[config.mk]
export PLATFORM = sky130hd
export DESIGN_NAME = bmp_stream_to_rgb565_flat
export DESIGN_NICKNAME = d
export VERILOG_FILES = /design/src/rtl/core/bsr_pkg.sv /design/src/rtl/core/bsr_if.sv /design/src/rtl/core/bmp_stream_to_rgb565.sv /design/src/rtl/core/bsr_in_stage.sv /design/src/rtl/core/bsr_parser.sv /design/src/rtl/core/bsr_out_stage.sv /design/src/flat_wrapper.sv
export VERILOG_INCLUDE_DIRS = /design/src /design/src/rtl/core
export SDC_FILE = /design/constraint.sdc
export NUM_CORES = 1
export LEC_CHECK = 0
export ABC_AREA = 1
export BUFFER_PORTS_ARGS = -buffer_cell sky130_fd_sc_hd__buf_2
export CORE_UTILIZATION = 45
export DETAILED_ROUTE_END_ITERATION = 8
export HOLD_SLACK_MARGIN = 0.12
export PLACE_DENSITY = 0.61
export SLEW_MARGIN = 15
export SYNTH_ARGS = -nofsm -noshare
export SYNTH_HDL_FRONTEND = slang
export SYNTH_SLANG_ARGS = --single-unit
[constraint.sdc]
create_clock -name clk_i -period 5.75 [get_ports clk_i]
set_input_delay 1.15 -clock clk_i [delete_from_list [all_inputs] [get_ports clk_i]]
set_output_delay 1.15 -clock clk_i [all_outputs]
set_load 0.05 [all_outputs]
[src/rtl/core/assert_macros.svh]
// Assertion helpers shared by the bitmap stream decoder.
// Both macros expect clk_i and rst_ni to exist in the module that uses them.
`ifndef ASSERT_MACROS_SVH
`define ASSERT_MACROS_SVH

// The property must hold at every rising clock edge outside reset.
`define ASSERT_AT(lbl, prop, msg) \
  lbl: assert property (@(posedge clk_i) disable iff (!rst_ni) (prop)) \
    else $error(msg);

// The condition must never be true at a rising clock edge outside reset.
`define ASSERT_NEVER(lbl, cond, msg) \
  lbl: assert property (@(posedge clk_i) disable iff (!rst_ni) !(cond)) \
    else $error(msg);

`endif

[src/rtl/core/bsr_pkg.sv]
// ----------------------------------------------------------------------------
// bsr_pkg
// Types and constants of the bitmap stream to RGB565 decoder.
// ----------------------------------------------------------------------------
`timescale 1ns / 1ps
`default_nettype none

package bsr_pkg;

  localparam int unsigned MAX_DIM     = 4096;
  localparam int unsigned COORD_W     = 12;
  localparam int unsigned DIM_OUT_W   = 13;
  localparam int unsigned DIM_SAT     = (2 ** DIM_OUT_W) - 1;

  localparam int unsigned OFS_OFFSET  = 10;
  localparam int unsigned OFS_WIDTH   = 18;
  localparam int unsigned OFS_HEIGHT  = 22;
  localparam int unsigned OFS_DEPTH   = 28;
  localparam int unsigned HDR_LAST    = 29;
  localparam int unsigned MIN_OFFSET  = 30;

  localparam logic [7:0]  SIG_B       = 8'h42;
  localparam logic [7:0]  SIG_M       = 8'h4d;
  localparam logic [15:0] DEPTH_16    = 16'd16;
  localparam logic [15:0] DEPTH_24    = 16'd24;

  typedef enum logic [1:0] {
    KIND_PIXEL   = 2'd0,
    KIND_HEADER  = 2'd1,
    KIND_BAD_SIG = 2'd2,
    KIND_BAD_HDR = 2'd3
  } kind_e;

  typedef enum logic [5:0] {
    PH_SIG  = 6'b000001,
    PH_HDR  = 6'b000010,
    PH_SKIP = 6'b000100,
    PH_PIX  = 6'b001000,
    PH_PAD  = 6'b010000,
    PH_DONE = 6'b100000
  } phase_e;

  typedef struct packed {
    logic [7:0] data_byte;
    logic       start_of_file;
  } bsr_in_t;

  typedef struct packed {
    kind_e                  kind;
    logic [15:0]            pixel;
    logic [COORD_W-1:0]     column;
    logic [COORD_W-1:0]     row;
    logic [DIM_OUT_W-1:0]   image_width;
    logic [DIM_OUT_W-1:0]   image_height;
    logic [15:0]            bits_per_pixel;
    logic                   last_pixel;
  } bsr_out_t;

  function automatic logic [DIM_OUT_W-1:0] sat_dim(logic [31:0] v);
    logic [DIM_OUT_W-1:0] r;
    r = (v > 32'(DIM_SAT)) ? DIM_OUT_W'(DIM_SAT) : v[DIM_OUT_W-1:0];
    return r;
  endfunction

endpackage

`default_nettype wire

[src/rtl/core/bsr_if.sv]
// ----------------------------------------------------------------------------
// bsr_if
// Valid/ready channels carrying input bytes and decoded result words.
// ----------------------------------------------------------------------------
`timescale 1ns / 1ps
`default_nettype none

interface bsr_in_if;
  import bsr_pkg::*;

  logic    valid;
  logic    ready;
  bsr_in_t data;

  modport source (output valid, output data, input ready);
  modport sink (input valid, input data, output ready);
endinterface

interface bsr_out_if;
  import bsr_pkg::*;

  logic     valid;
  logic     ready;
  bsr_out_t data;

  modport source (output valid, output data, input ready);
  modport sink (input valid, input data, output ready);
endinterface

`default_nettype wire

[src/rtl/core/bmp_stream_to_rgb565.sv]
// ----------------------------------------------------------------------------
// bmp_stream_to_rgb565
// Decodes a bitmap file, one byte per word, into header and RGB565 pixel words.
// ----------------------------------------------------------------------------
// Bytes of the file arrive on in_i, one per word; start_of_file marks byte 0
// of a new file and restarts the parser. Decoded words leave on out_o: one
// status word (bad signature at byte 0 or 1, otherwise accepted or rejected
// header at byte 29) and then one pixel word per complete pixel with its
// column and flipped row. Bytes that complete nothing give no word. The
// block takes one byte every cycle while the result register can take the
// word it may make. An accepted byte is decoded from the input register and
// its word loaded into the result register. The input register and the result
// register sit either side of the decoder, so a byte is still taken while a
// word waits. When the receiver stalls, the pending word holds; bytes that
// make no word keep flowing, and input stalls only once a byte would need
// the occupied result register. After reset the parser waits for a
// signature, and the first byte counts as byte 0.
// ----------------------------------------------------------------------------
`timescale 1ns / 1ps
`default_nettype none

`include "assert_macros.svh"

module bmp_stream_to_rgb565 (
  input  wire logic clk_i,
  input  wire logic rst_ni,
  bsr_in_if.sink    in_i,
  bsr_out_if.source out_o
);
  import bsr_pkg::*;

  logic     s1_valid;
  bsr_in_t  s1_item;
  logic     advance;
  logic     res_valid;
  bsr_out_t res;
  logic     out_free;

  assign advance = s1_valid && (!res_valid || out_free);

  bsr_in_stage u_in_stage (
    .clk_i     (clk_i),
    .rst_ni    (rst_ni),
    .in_i      (in_i),
    .advance_i (advance),
    .valid_o   (s1_valid),
    .item_o    (s1_item)
  );

  bsr_parser u_parser (
    .clk_i       (clk_i),
    .rst_ni      (rst_ni),
    .advance_i   (advance),
    .item_i      (s1_item),
    .res_valid_o (res_valid),
    .res_o       (res)
  );

  bsr_out_stage u_out_stage (
    .clk_i  (clk_i),
    .rst_ni (rst_ni),
    .load_i (advance && res_valid),
    .res_i  (res),
    .free_o (out_free),
    .out_o  (out_o)
  );

  `ASSERT_AT(a_no_overwrite, (advance && res_valid) |-> out_free, "Result register overwritten while occupied.")
  `ASSERT_AT(a_ready_stall, !in_i.ready |-> s1_valid, "Input stalled with an empty input register.")

endmodule

`default_nettype wire

[src/rtl/core/bsr_in_stage.sv]
// ----------------------------------------------------------------------------
// bsr_in_stage
// Input register: holds one accepted byte until the parser consumes it.
// ----------------------------------------------------------------------------
`timescale 1ns / 1ps
`default_nettype none

module bsr_in_stage (
  input  wire logic            clk_i,
  input  wire logic            rst_ni,
  bsr_in_if.sink               in_i,
  input  wire logic            advance_i,
  output      logic            valid_o,
  output      bsr_pkg::bsr_in_t item_o
);
  import bsr_pkg::*;

  logic    valid_q;
  logic    valid_d;
  bsr_in_t item_q;
  logic    take;

  assign in_i.ready = !valid_q || advance_i;
  assign take       = in_i.valid && in_i.ready;
  assign valid_d    = take || (valid_q && !advance_i);

  always_ff @(posedge clk_i or negedge rst_ni) begin
    if (!rst_ni) begin
      valid_q <= 1'b0;
    end else begin
      valid_q <= valid_d;
    end
  end

  always_ff @(posedge clk_i) begin
    if (take) begin
      item_q <= in_i.data;
    end
  end

  assign valid_o = valid_q;
  assign item_o  = item_q;

endmodule

`default_nettype wire

[src/rtl/core/bsr_parser.sv]
// ----------------------------------------------------------------------------
// bsr_parser
// Header parser and pixel converter; updates its state once per consumed byte.
// ----------------------------------------------------------------------------
`timescale 1ns / 1ps
`default_nettype none

`include "assert_macros.svh"

module bsr_parser (
  input  wire logic             clk_i,
  input  wire logic             rst_ni,
  input  wire logic             advance_i,
  input  wire bsr_pkg::bsr_in_t item_i,
  output      logic             res_valid_o,
  output      bsr_pkg::bsr_out_t res_o
);
  import bsr_pkg::*;

  phase_e              phase_q, phase_d, cur_phase;
  logic [31:0]         pos_q, pos_d, cur_pos;
  logic [31:0]         off_q, off_d;
  logic [31:0]         wid_q, wid_d;
  logic [31:0]         hgt_q, hgt_d;
  logic [15:0]         dep_q, dep_d;
  logic [15:0]         pb_q, pb_d;
  logic [1:0]          bip_q, bip_d;
  logic [COORD_W-1:0]  col_q, col_d;
  logic [COORD_W-1:0]  srow_q, srow_d;
  logic [1:0]          pad_q, pad_d;
  logic [COORD_W-1:0]  wm1_q, wm1_d;
  logic [COORD_W-1:0]  hm1_q, hm1_d;
  logic [1:0]          padamt_q, padamt_d;

  logic [7:0]          b;
  logic                take_px;
  logic                is24;
  logic                hdr_ok;
  logic [1:0]          lane;
  logic [1:0]          bytes_lo;

  assign b = item_i.data_byte;

  always_comb begin
    cur_phase = phase_q;
    cur_pos   = pos_q;
    off_d     = off_q;
    wid_d     = wid_q;
    hgt_d     = hgt_q;
    dep_d     = dep_q;
    pb_d      = pb_q;
    bip_d     = bip_q;
    col_d     = col_q;
    srow_d    = srow_q;
    pad_d     = pad_q;
    wm1_d     = wm1_q;
    hm1_d     = hm1_q;
    padamt_d  = padamt_q;
    take_px   = 1'b0;
    hdr_ok    = 1'b0;
    lane      = 2'd0;
    bytes_lo  = 2'd0;
    is24      = 1'b0;
    res_valid_o = 1'b0;
    res_o       = '0;

    if (item_i.start_of_file) begin
      cur_phase = PH_SIG;
      cur_pos   = '0;
      off_d     = '0;
      wid_d     = '0;
      hgt_d     = '0;
      dep_d     = '0;
      pb_d      = '0;
      bip_d     = '0;
      col_d     = '0;
      srow_d    = '0;
      pad_d     = '0;
    end

    phase_d = cur_phase;
    pos_d   = (&cur_pos) ? cur_pos : cur_pos + 32'd1;

    unique case (cur_phase)
      PH_SIG: begin
        if (b != ((cur_pos == '0) ? SIG_B : SIG_M)) begin
          phase_d     = PH_DONE;
          res_valid_o = 1'b1;
          res_o.kind  = KIND_BAD_SIG;
        end else if (cur_pos != '0) begin
          phase_d = PH_HDR;
        end
      end
      PH_HDR: begin
        if (cur_pos >= 32'(OFS_OFFSET) && cur_pos <= 32'(OFS_OFFSET + 3)) begin
          lane = 2'(cur_pos - 32'(OFS_OFFSET));
          off_d[{lane, 3'b000} +: 8] = b;
        end else if (cur_pos >= 32'(OFS_WIDTH) && cur_pos <= 32'(OFS_WIDTH + 3)) begin
          lane = 2'(cur_pos - 32'(OFS_WIDTH));
          wid_d[{lane, 3'b000} +: 8] = b;
        end else if (cur_pos >= 32'(OFS_HEIGHT) && cur_pos <= 32'(OFS_HEIGHT + 3)) begin
          lane = 2'(cur_pos - 32'(OFS_HEIGHT));
          hgt_d[{lane, 3'b000} +: 8] = b;
        end else if (cur_pos >= 32'(OFS_DEPTH) && cur_pos <= 32'(OFS_DEPTH + 1)) begin
          lane = 2'(cur_pos - 32'(OFS_DEPTH));
          dep_d[{lane[0], 3'b000} +: 8] = b;
        end
        if (cur_pos >= 32'(HDR_LAST)) begin
          hdr_ok = (dep_d == DEPTH_16 || dep_d == DEPTH_24) &&
                   (wid_d != '0) && (wid_d <= 32'(MAX_DIM)) &&
                   (hgt_d != '0) && (hgt_d <= 32'(MAX_DIM)) &&
                   (off_d >= 32'(MIN_OFFSET));
          res_valid_o          = 1'b1;
          res_o.image_width    = sat_dim(wid_d);
          res_o.image_height   = sat_dim(hgt_d);
          res_o.bits_per_pixel = dep_d;
          if (hdr_ok) begin
            res_o.kind = KIND_HEADER;
            phase_d    = PH_SKIP;
            col_d      = '0;
            srow_d     = '0;
            bip_d      = '0;
            pb_d       = '0;
            pad_d      = '0;
            wm1_d      = COORD_W'(wid_d - 32'd1);
            hm1_d      = COORD_W'(hgt_d - 32'd1);
            bytes_lo   = (dep_d == DEPTH_24) ? 2'(wid_d[1:0] * 2'd3)
                                             : {wid_d[0], 1'b0};
            padamt_d   = 2'(2'd0 - bytes_lo);
          end else begin
            res_o.kind = KIND_BAD_HDR;
            phase_d    = PH_DONE;
          end
        end
      end
      PH_SKIP: begin
        if (cur_pos >= off_q) begin
          phase_d = PH_PIX;
          take_px = 1'b1;
        end
      end
      PH_PIX: begin
        take_px = 1'b1;
      end
      PH_PAD: begin
        pad_d = 2'(pad_q - 2'd1);
        if (pad_d == 2'd0) begin
          phase_d = PH_PIX;
        end
      end
      PH_DONE: begin
      end
      default: begin
      end
    endcase

    if (take_px) begin
      is24 = (dep_q == DEPTH_24);
      if (bip_q == 2'd0) begin
        pb_d  = {8'h00, b};
        bip_d = 2'd1;
      end else if (is24 && bip_q == 2'd1) begin
        pb_d[15:8] = b;
        bip_d      = 2'd2;
      end else begin
        bip_d        = 2'd0;
        pb_d         = '0;
        res_valid_o  = 1'b1;
        res_o.kind   = KIND_PIXEL;
        res_o.pixel  = is24 ? {b[7:3], pb_q[15:10], pb_q[7:3]} : {b, pb_q[7:0]};
        res_o.column = col_q;
        res_o.row    = hm1_q - srow_q;
        if (col_q == wm1_q) begin
          if (srow_q == hm1_q) begin
            res_o.last_pixel = 1'b1;
            phase_d          = PH_DONE;
          end else begin
            col_d   = '0;
            srow_d  = srow_q + COORD_W'(1);
            pad_d   = padamt_q;
            phase_d = (padamt_q != 2'd0) ? PH_PAD : PH_PIX;
          end
        end else begin
          col_d = col_q + COORD_W'(1);
        end
      end
    end
  end

  always_ff @(posedge clk_i or negedge rst_ni) begin
    if (!rst_ni) begin
      phase_q  <= PH_SIG;
      pos_q    <= '0;
      off_q    <= '0;
      wid_q    <= '0;
      hgt_q    <= '0;
      dep_q    <= '0;
      pb_q     <= '0;
      bip_q    <= '0;
      col_q    <= '0;
      srow_q   <= '0;
      pad_q    <= '0;
      wm1_q    <= '0;
      hm1_q    <= '0;
      padamt_q <= '0;
    end else if (advance_i) begin
      phase_q  <= phase_d;
      pos_q    <= pos_d;
      off_q    <= off_d;
      wid_q    <= wid_d;
      hgt_q    <= hgt_d;
      dep_q    <= dep_d;
      pb_q     <= pb_d;
      bip_q    <= bip_d;
      col_q    <= col_d;
      srow_q   <= srow_d;
      pad_q    <= pad_d;
      wm1_q    <= wm1_d;
      hm1_q    <= hm1_d;
      padamt_q <= padamt_d;
    end
  end

  `ASSERT_AT(a_pixel_phase, (advance_i && res_valid_o && res_o.kind == KIND_PIXEL) |-> (!item_i.start_of_file && (phase_q == PH_SKIP || phase_q == PH_PIX)), "Pixel word produced outside the pixel data.")
  `ASSERT_AT(a_col_range, (phase_q == PH_PIX || phase_q == PH_PAD) |-> (col_q <= wm1_q), "Column count ran past the image width.")
  `ASSERT_AT(a_bip_16, (phase_q == PH_PIX && dep_q == DEPTH_16) |-> (bip_q != 2'd2), "A 16-bit pixel gathered a third byte.")
  `ASSERT_NEVER(a_bip_range, bip_q == 2'd3, "Byte-in-pixel count out of range.")

endmodule

`default_nettype wire

[src/rtl/core/bsr_out_stage.sv]
// ----------------------------------------------------------------------------
// bsr_out_stage
// Result register: holds one decoded word until the receiver takes it.
// ----------------------------------------------------------------------------
`timescale 1ns / 1ps
`default_nettype none

module bsr_out_stage (
  input  wire logic              clk_i,
  input  wire logic              rst_ni,
  input  wire logic              load_i,
  input  wire bsr_pkg::bsr_out_t res_i,
  output      logic              free_o,
  bsr_out_if.source              out_o
);
  import bsr_pkg::*;

  logic     valid_q;
  logic     valid_d;
  bsr_out_t data_q;

  assign free_o  = !valid_q || out_o.ready;
  assign valid_d = load_i || (valid_q && !out_o.ready);

  always_ff @(posedge clk_i or negedge rst_ni) begin
    if (!rst_ni) begin
      valid_q <= 1'b0;
    end else begin
      valid_q <= valid_d;
    end
  end

  always_ff @(posedge clk_i) begin
    if (load_i) begin
      data_q <= res_i;
    end
  end

  assign out_o.valid = valid_q;
  assign out_o.data  = data_q;

endmodule

`default_nettype wire

[src/flat_wrapper.sv]
// flat-port wrapper written by rule: the top's interface ports become plain ports
module bmp_stream_to_rgb565_flat import bsr_pkg::*;
  (clk_i, rst_ni, in_i_valid, in_i_data, in_i_ready, out_o_valid, out_o_data, out_o_ready);
  bsr_in_if in_i_i ();
  bsr_out_if out_o_i ();
  input  wire logic clk_i;
  input  wire logic rst_ni;
  input wire logic [$bits(in_i_i.valid)-1:0] in_i_valid;
  input wire logic [$bits(in_i_i.data)-1:0] in_i_data;
  output wire logic [$bits(in_i_i.ready)-1:0] in_i_ready;
  output wire logic [$bits(out_o_i.valid)-1:0] out_o_valid;
  output wire logic [$bits(out_o_i.data)-1:0] out_o_data;
  input wire logic [$bits(out_o_i.ready)-1:0] out_o_ready;
  assign in_i_i.valid = in_i_valid;
  assign in_i_i.data = in_i_data;
  assign in_i_ready = in_i_i.ready;
  assign out_o_valid = out_o_i.valid;
  assign out_o_data = out_o_i.data;
  assign out_o_i.ready = out_o_ready;
  bmp_stream_to_rgb565 u_core (.clk_i(clk_i), .rst_ni(rst_ni), .in_i(in_i_i), .out_o(out_o_i));
endmodule
After elaboration in Yosys (flattened, before gate mapping)
Index checks and enable logic that the tools add are counted.
{"block": "totals", "reg_bits": 316, "latch_bits": 0, "mem_bits_rw": 0, "mem_bits_ro": 0, "inputBits": 13, "output_inout_bits": 87, "elab_cells": 223, "mem_count": 0}
{"block": "op_classes", "n_addsub": 16, "n_mul": 1, "n_div": 0, "magnitude_cmp": 15, "eq_ne": 12, "shifts": 8, "muxes": 105, "bitwise": 2, "reduce_logical": 38}
{"operator": "2-to-1 mux 32 bit", "count": 17}
{"operator": "2-to-1 mux 12 bit", "count": 18}
{"operator": "2-to-1 mux 16 bit", "count": 13}
{"operator": ">= comparator 32 x 5 -> 1 bit (second input constant)", "count": 5}
{"operator": "2-to-1 mux 42 bit", "count": 3}
{"operator": "bitwise mux 32 bit", "count": 3}
{"operator": "<= comparator 32 x 5 -> 1 bit (second input constant)", "count": 3}
{"operator": "nonzero test 32 bit", "count": 3}
{"operator": "variable shift 8 x 7 -> 32 bit (first input constant)", "count": 3}
{"operator": "indexed part select 8 x 7 -> 32 bit", "count": 3}
{"operator": "2-to-1 mux 6 bit", "count": 12}
{"operator": "> comparator 32 x 13 -> 1 bit (second input constant)", "count": 2}
{"operator": "<= comparator 32 x 13 -> 1 bit (second input constant)", "count": 2}
{"operator": "equality test 16 x 5 -> 1 bit (second input constant)", "count": 3}
{"operator": "2-to-1 mux 2 bit", "count": 19}
{"operator": "adder 32 x 1 -> 32 bit (second input constant)", "count": 1}
{"operator": ">= comparator 32 bit", "count": 1}
{"operator": ">= comparator 32 x 4 -> 1 bit (second input constant)", "count": 1}
{"operator": "<= comparator 32 x 4 -> 1 bit (second input constant)", "count": 1}
{"operator": "logical NOT 32 bit", "count": 1}
{"operator": "AND reduction 32 bit", "count": 1}
{"operator": "2-to-1 mux 13 bit", "count": 2}
{"operator": "adder 12 x 1 -> 12 bit (second input constant)", "count": 2}
{"operator": "equality test 12 bit", "count": 2}
{"operator": "other kinds (37)", "count": 76}

Longest topological paths before layout
{"block": "logic_depth", "ltp_word": 25, "mapped_depth": 32}

Cells and area by module
A second synthesis with hierarchy kept.
{"block": "hier_totals", "hier_cells": 2940, "hier_area_um2": 20782.4}
{"module": "bsr_parser", "instances": 1, "cells_each": 2830, "area_per_inst_um2": 17844.6}
{"module": "bsr_out_stage", "instances": 1, "cells_each": 90, "area_per_inst_um2": 2597.5}
{"module": "bsr_in_stage", "instances": 1, "cells_each": 15, "area_per_inst_um2": 315.3}
{"module": "bmp_stream_to_rgb565", "instances": 1, "cells_each": 5, "area_per_inst_um2": 25.0}

Least setup slack after synthesis
OpenSTA, ideal clock, no wires.
{"block": "synth_path", "kind": "register to register", "start": "reg u_core.u_in_stage.item_q (netlist bit u_core.u_in_stage.item_o[0])", "end": "reg u_core.u_out_stage.data_q (netlist bit u_core.u_out_stage.out_o.data[0]) (enable)", "setup_time_ns": 0.439, "arrival_time_ns": 4.766, "path_slack_ns": 0.545, "path_stages_with_launch": 26, "path_buffers": 4, "period_less_slack_ns": 5.205, "cell_sequence": "edfxtp_1 -> buf_4 -> inv_4 -> buf_6 -> nand2_2 -> inv_1 -> ha_1 -> a21oi_1 -> o21ai_0 -> a21oi_1 -> nor2_1 -> o21ai_0 -> nand2_1 -> a21oi_1 -> nand3_1 -> nand2_1 -> nand2_1 -> nand3_1 -> nand2_1 -> nand2_1 -> nand2_2 -> inv_2 -> clkbuf_1 -> buf_2 -> nand2_1 -> inv_1"}
{"block": "synth_between", "elab_chain_cells": 13, "elab_cells_between_ends": 23}
{"element": "start, declared", "line_no": "bsr_in_stage.sv:20", "source": "bsr_in_t item_q;"}
{"element": "start signal, assigned", "line_no": "bsr_in_stage.sv:37", "source": "item_q <= in_i.data;"}
{"element": "branches (longest 8 deep; another with >= comparator 32 x 5 -> 1 bit)"}
{"element": "2-to-1 mux 1 bit *", "line_no": "bsr_parser.sv:157", "source": "if (take_px) begin"}
{"element": "logical NOT 1 bit", "line_no": "bmp_stream_to_rgb565.sv:39", "source": "assign advance = s1_valid && (!res_valid || out_free);"}
{"element": "logical OR 1 bit", "line_no": "bmp_stream_to_rgb565.sv:39"}
{"element": "logical AND 1 bit", "line_no": "bmp_stream_to_rgb565.sv:39"}
{"element": "logical AND 1 bit *", "line_no": "bmp_stream_to_rgb565.sv:62", "source": ".load_i (advance && res_valid),"}
{"element": "named net u_core.u_out_stage.load_i", "line_no": "bsr_out_stage.sv:11", "source": "input wire logic load_i,"}
{"element": "end signal, assigned", "line_no": "bsr_out_stage.sv:35", "source": "data_q <= res_i;"}
{"element": "end, declared", "line_no": "bsr_out_stage.sv:20", "source": "bsr_out_t data_q;"}
Mark *: on every way through the listed nets, which the timed path passes.
A chain may end at the register's enable or synchronous reset.

Worst setup path in the final report
{"block": "layout_path", "start": "reg u_core.u_in_stage.item_q (netlist bit u_core.u_in_stage.item_o[0])", "end": "out in_i_ready"}
{"block": "layout_between", "elab_chain_cells": 13, "elab_cells_between_ends": 23}
{"element": "branches (longest 8 deep; another with >= comparator 32 x 5 -> 1 bit)"}
{"element": "2-to-1 mux 1 bit *", "line_no": "bsr_parser.sv:157"}
{"element": "logical NOT 1 bit *", "line_no": "bmp_stream_to_rgb565.sv:39"}
{"element": "logical OR 1 bit *", "line_no": "bmp_stream_to_rgb565.sv:39"}
{"element": "logical AND 1 bit *", "line_no": "bmp_stream_to_rgb565.sv:39"}
{"element": "logical OR 1 bit *", "line_no": "bsr_in_stage.sv:23", "source": "assign in_i.ready = !valid_q || advance_i;"}
{"element": "end, declared", "line_no": "flat_wrapper.sv:10", "source": "output wire logic [$bits(in_i_i.ready)-1:0] in_i_ready;"}
Every way passes the cells marked *.

==> flow_metrics.tcl <==
set metrics [dict create \
    status "finished, final reports clean" \
    cp.buffers_inverters 4 \
    synth_top_area_frac 0.260 \
    layout.nets 3136 \
    synth_edf_count 94 \
    fp.dieArea_sq_um 47700 \
    yosysWarnings 0 \
    worstSetupPathType "register to output port" \
    grt_setup_unrepaired "no" \
    cts_made_buffers 39 \
    synth_nets 3105 \
    wl_per_cell_um 17.1 \
    yosysMostFrequentCell "nand2_1" \
    root_buffer "clkbuf_16" \
    hold_depth 2 \
    critPathMaxFanout 68 \
    slew_headroom 0.292 \
    ys_ff_latch 314 \
    cts_max_path_buffers 3 \
    worst-path-stages 13 \
    max_stage_delay_ns 0.66 \
    hold_viol_final 0 \
    io_pins 100 \
    post_drt_via_cell_ratio 5.35 \
    cts_tree "built" \
    finalCriticalPeriod_ns 5.43 \
    leakage_uw 0.0111 \
    p_int_uw 4480 \
    start_util 0.461 \
    synthDistinctLibCells 60 \
    crit_arrival_ns 4.28 \
    path_cells "buf_4 -> nor2_4 -> nand2_1 -> nor2_1 -> nand4_2 -> nand3_1 -> nand2_1 -> buf_4 -> inv_1 -> a21oi_1 -> nand2_1 -> nand3_1 -> buf_2" \
    fin_total_pwr_uw 7130 \
    synth_area_leaders "dfrtp_1 (26%), nand2_1 (16%), edfxtp_1 (13%)" \
    power_density_nw_per_um2 306 \
    clkPwrFrac 0.349 \
    final_cell_count_no_fill 3695 \
    cpLargestDelayFamily "buffers and inverters" \
    drc 0 \
    grt_pass1_vias 18400 \
    grt_overflow 0 \
    cp_slowest_cell "buf_4" \
    cts.sink_count 314 \
    portBuffers 99 \
    num_rows 78 \
    antenna_found_initial 0 \
    fin_util 0.509 \
    p_seq_frac 0.368 \
    p_sw_frac 0.372 \
    async_flop_share 0.701 \
    ys_seq_area_frac 0.395 \
    drive_gt1_frac 0.0837 \
    whs_ns 0.481 \
    cts.clk_slew.worst_paths_ns 0.06 \
    dpl.cell_count 3626 \
    cp-start-kind "register" \
    setup_violations 0 \
    grt_max_degree 218 \
    cap_violations 0 \
    multi_input_area_sq_um 10700 \
    die_h_um 218 \
    diodes 0 \
    netlist_instances 3036 \
    syn-cell-area_sq_um 21100 \
    place_congestion 0.936 \
    synth_ff_type "dfrtp_1" \
    coreArea_sq_um 45800 \
    p_sw_uw 2650 \
    slew_viol_final 0 \
    grt_pass1_wl_um 100000 \
    synth_top_area_cell "dfrtp_1" \
    seq_area_sq_um 8330 \
    syn_avg_cell_area_sq_um 6.94 \
    combPwrFrac 0.283 \
    ant_nets 0 \
    finClkSkew_ns 0.0183 \
    fin_tns_setup_ns 0 \
    htreeDepth 2 \
    synth.top_cells.by_count "nand2_1 (905), inv_1 (355), nor2_1 (346), o21ai_0 (245), dfrtp_1 (219)" \
    tightest_slew_ns 1.06 \
    vdd.ir_drop.worst_mv 0.278 \
    dr_total_vias 19800 \
    cp_common_cell "nand2_1" \
    required_ns 4.60 \
    max_freq_mhz 184 \
    critical_path.endpoint_type "output port" \
    routed_wirelength_um 63100 \
    fin_crit_sh 0.945 \
    dr.pass1.iters 6 \
    syn_to_final_growth_pct 10.5 \
    r2r_cells 24 \
    clock_latency_ns 0.57 \
    drt_iter0_markers 1775 \
    hold_class "register to register" \
    die_w_um 218 \
    nFillCells 4528 \
    track_usage 0.266 \
    hpwl_um 44100 \
]
[power by group through the flow]
stage | clock, uW | sequential (uW) | combinational, uW
detailed placement | 0 | 2670 | 2000
finish | 2490 | 2630 | 2020
global route | 2630 | 2650 | 2200
CTS | 2550 | 2630 | 2000
global placement | 0 | 2660 | 2000
floorplan | 0 | 2980 | 1120
[sequential cells by signal (all words and copies together), names as in the netlist]
name	count
u_core.u_parser.bip_q	2
u_core.u_out_stage.out_o.valid	1
u_core.u_parser.off_q	32
u_core.u_parser.dep_q	16
u_core.u_out_stage.out_o.data	85
u_core.u_in_stage.valid_o	1
u_core.u_parser.pos_q	32
u_core.u_parser.col_q	12
u_core.u_parser.hm1_q	12
u_core.u_parser.wid_q	32
u_core.u_parser.srow_q	12
u_core.u_in_stage.item_o	9
u_core.u_parser.phase_q	6
u_core.u_parser.padamt_q	2
u_core.u_parser.wm1_q	12
u_core.u_parser.pb_q	14
u_core.u_parser.hgt_q	32
u_core.u_parser.pad_q	2
[cell type report]
cell class              count  area share
repair buffers            140      0.0371
flip-flops and latches    314       0.358
clock inverters            18     0.00833
multi-input cells        2207       0.458
inverters                 365      0.0594
clock buffers              51      0.0469
well taps                 600      0.0322
[routing by layer]
metal | vias to the layer above | GRT usage | share of wire
li1 | 9910 | - | -
met1 | 9186 | 0.351 | 0.44
met2 | 565 | 0.433 | 0.47
met3 | 121 | 0.0429 | 0.053
met4 | 0 | 0.107 | 0.037
met5 | - | 0 | 0
[worst reg2reg max path: cells and delay by family (launching register included)]
family | cells | cell delay (ns)
fa+ha+maj | 1 | 0.17
buf+inv | 7 | 1.75
flops | 1 | 0.52
simple gates | 16 | 2.60
[final timing paths]
path / startpoint / end / slack (ns)
max: u_core.u_in_stage.item_o[0] / in_i_ready / 0.32
min: u_core.u_parser.pad_q[1] / u_core.u_parser.pad_q[1] / 0.48
max reg2reg: u_core.u_in_stage.item_o[0] / u_core.u_parser.wm1_q[5] / 0.62
min reg2reg: u_core.u_parser.pad_q[1] / u_core.u_parser.pad_q[1] / 0.48
max in group asynchronous: rst_ni / u_core.u_parser.wid_q[9] / 3.92
min in group asynchronous: rst_ni / u_core.u_in_stage.valid_o / 0.56
[cell usage in the layout, fill, tap and decap left out, drive strengths merged, types with 37 or more instances in the layout]
| master | synthesis | layout |
|---|---|---|
| inv | 362 | 362 |
| a21oi | 100 | 100 |
| o21ai | 294 | 294 |
| nand3 | 169 | 169 |
| clkbuf | 91 | 51 |
| o211ai | 37 | 37 |
| nand2 | 922 | 922 |
| nor2 | 355 | 355 |
| dfrtp | 219 | 219 |
| ha | 55 | 55 |
| xor2 | 52 | 52 |
| edfxtp | 94 | 94 |
| nand4 | 52 | 52 |
| buf | 59 | 140 |
[what timing repair did]
item                       4_1_cts  5_1_grt
setup buffers                    0        0
hold buffers                     0        0
setup endpoints to repair        0        1
resized for setup                0        1
hold endpoints to repair         0        0
[logic make-up after synthesis]
family | synth area share
fa+ha+maj | 0.0336
compound gates | 0.138
simple gates | 0.310
flops | 0.395
xor+xnor | 0.0245
buf+inv | 0.0989
[stage by stage]
| step | cell area (sq um) | setup WS [ns] |
|---|---|---|
| 2_1_floorplan | 21100 | 0.545 |
| 3_3_place_gp | 22000 | 0.633 |
| 3_5_place_dp | 22000 | 0.548 |
| 4_1_cts | 23300 | 0.279 |
| 5_1_grt | 23300 | 0.00769 |
| 6_report | 23300 | 0.318 |
Note: power is estimated with default switching activity, not from simulation.
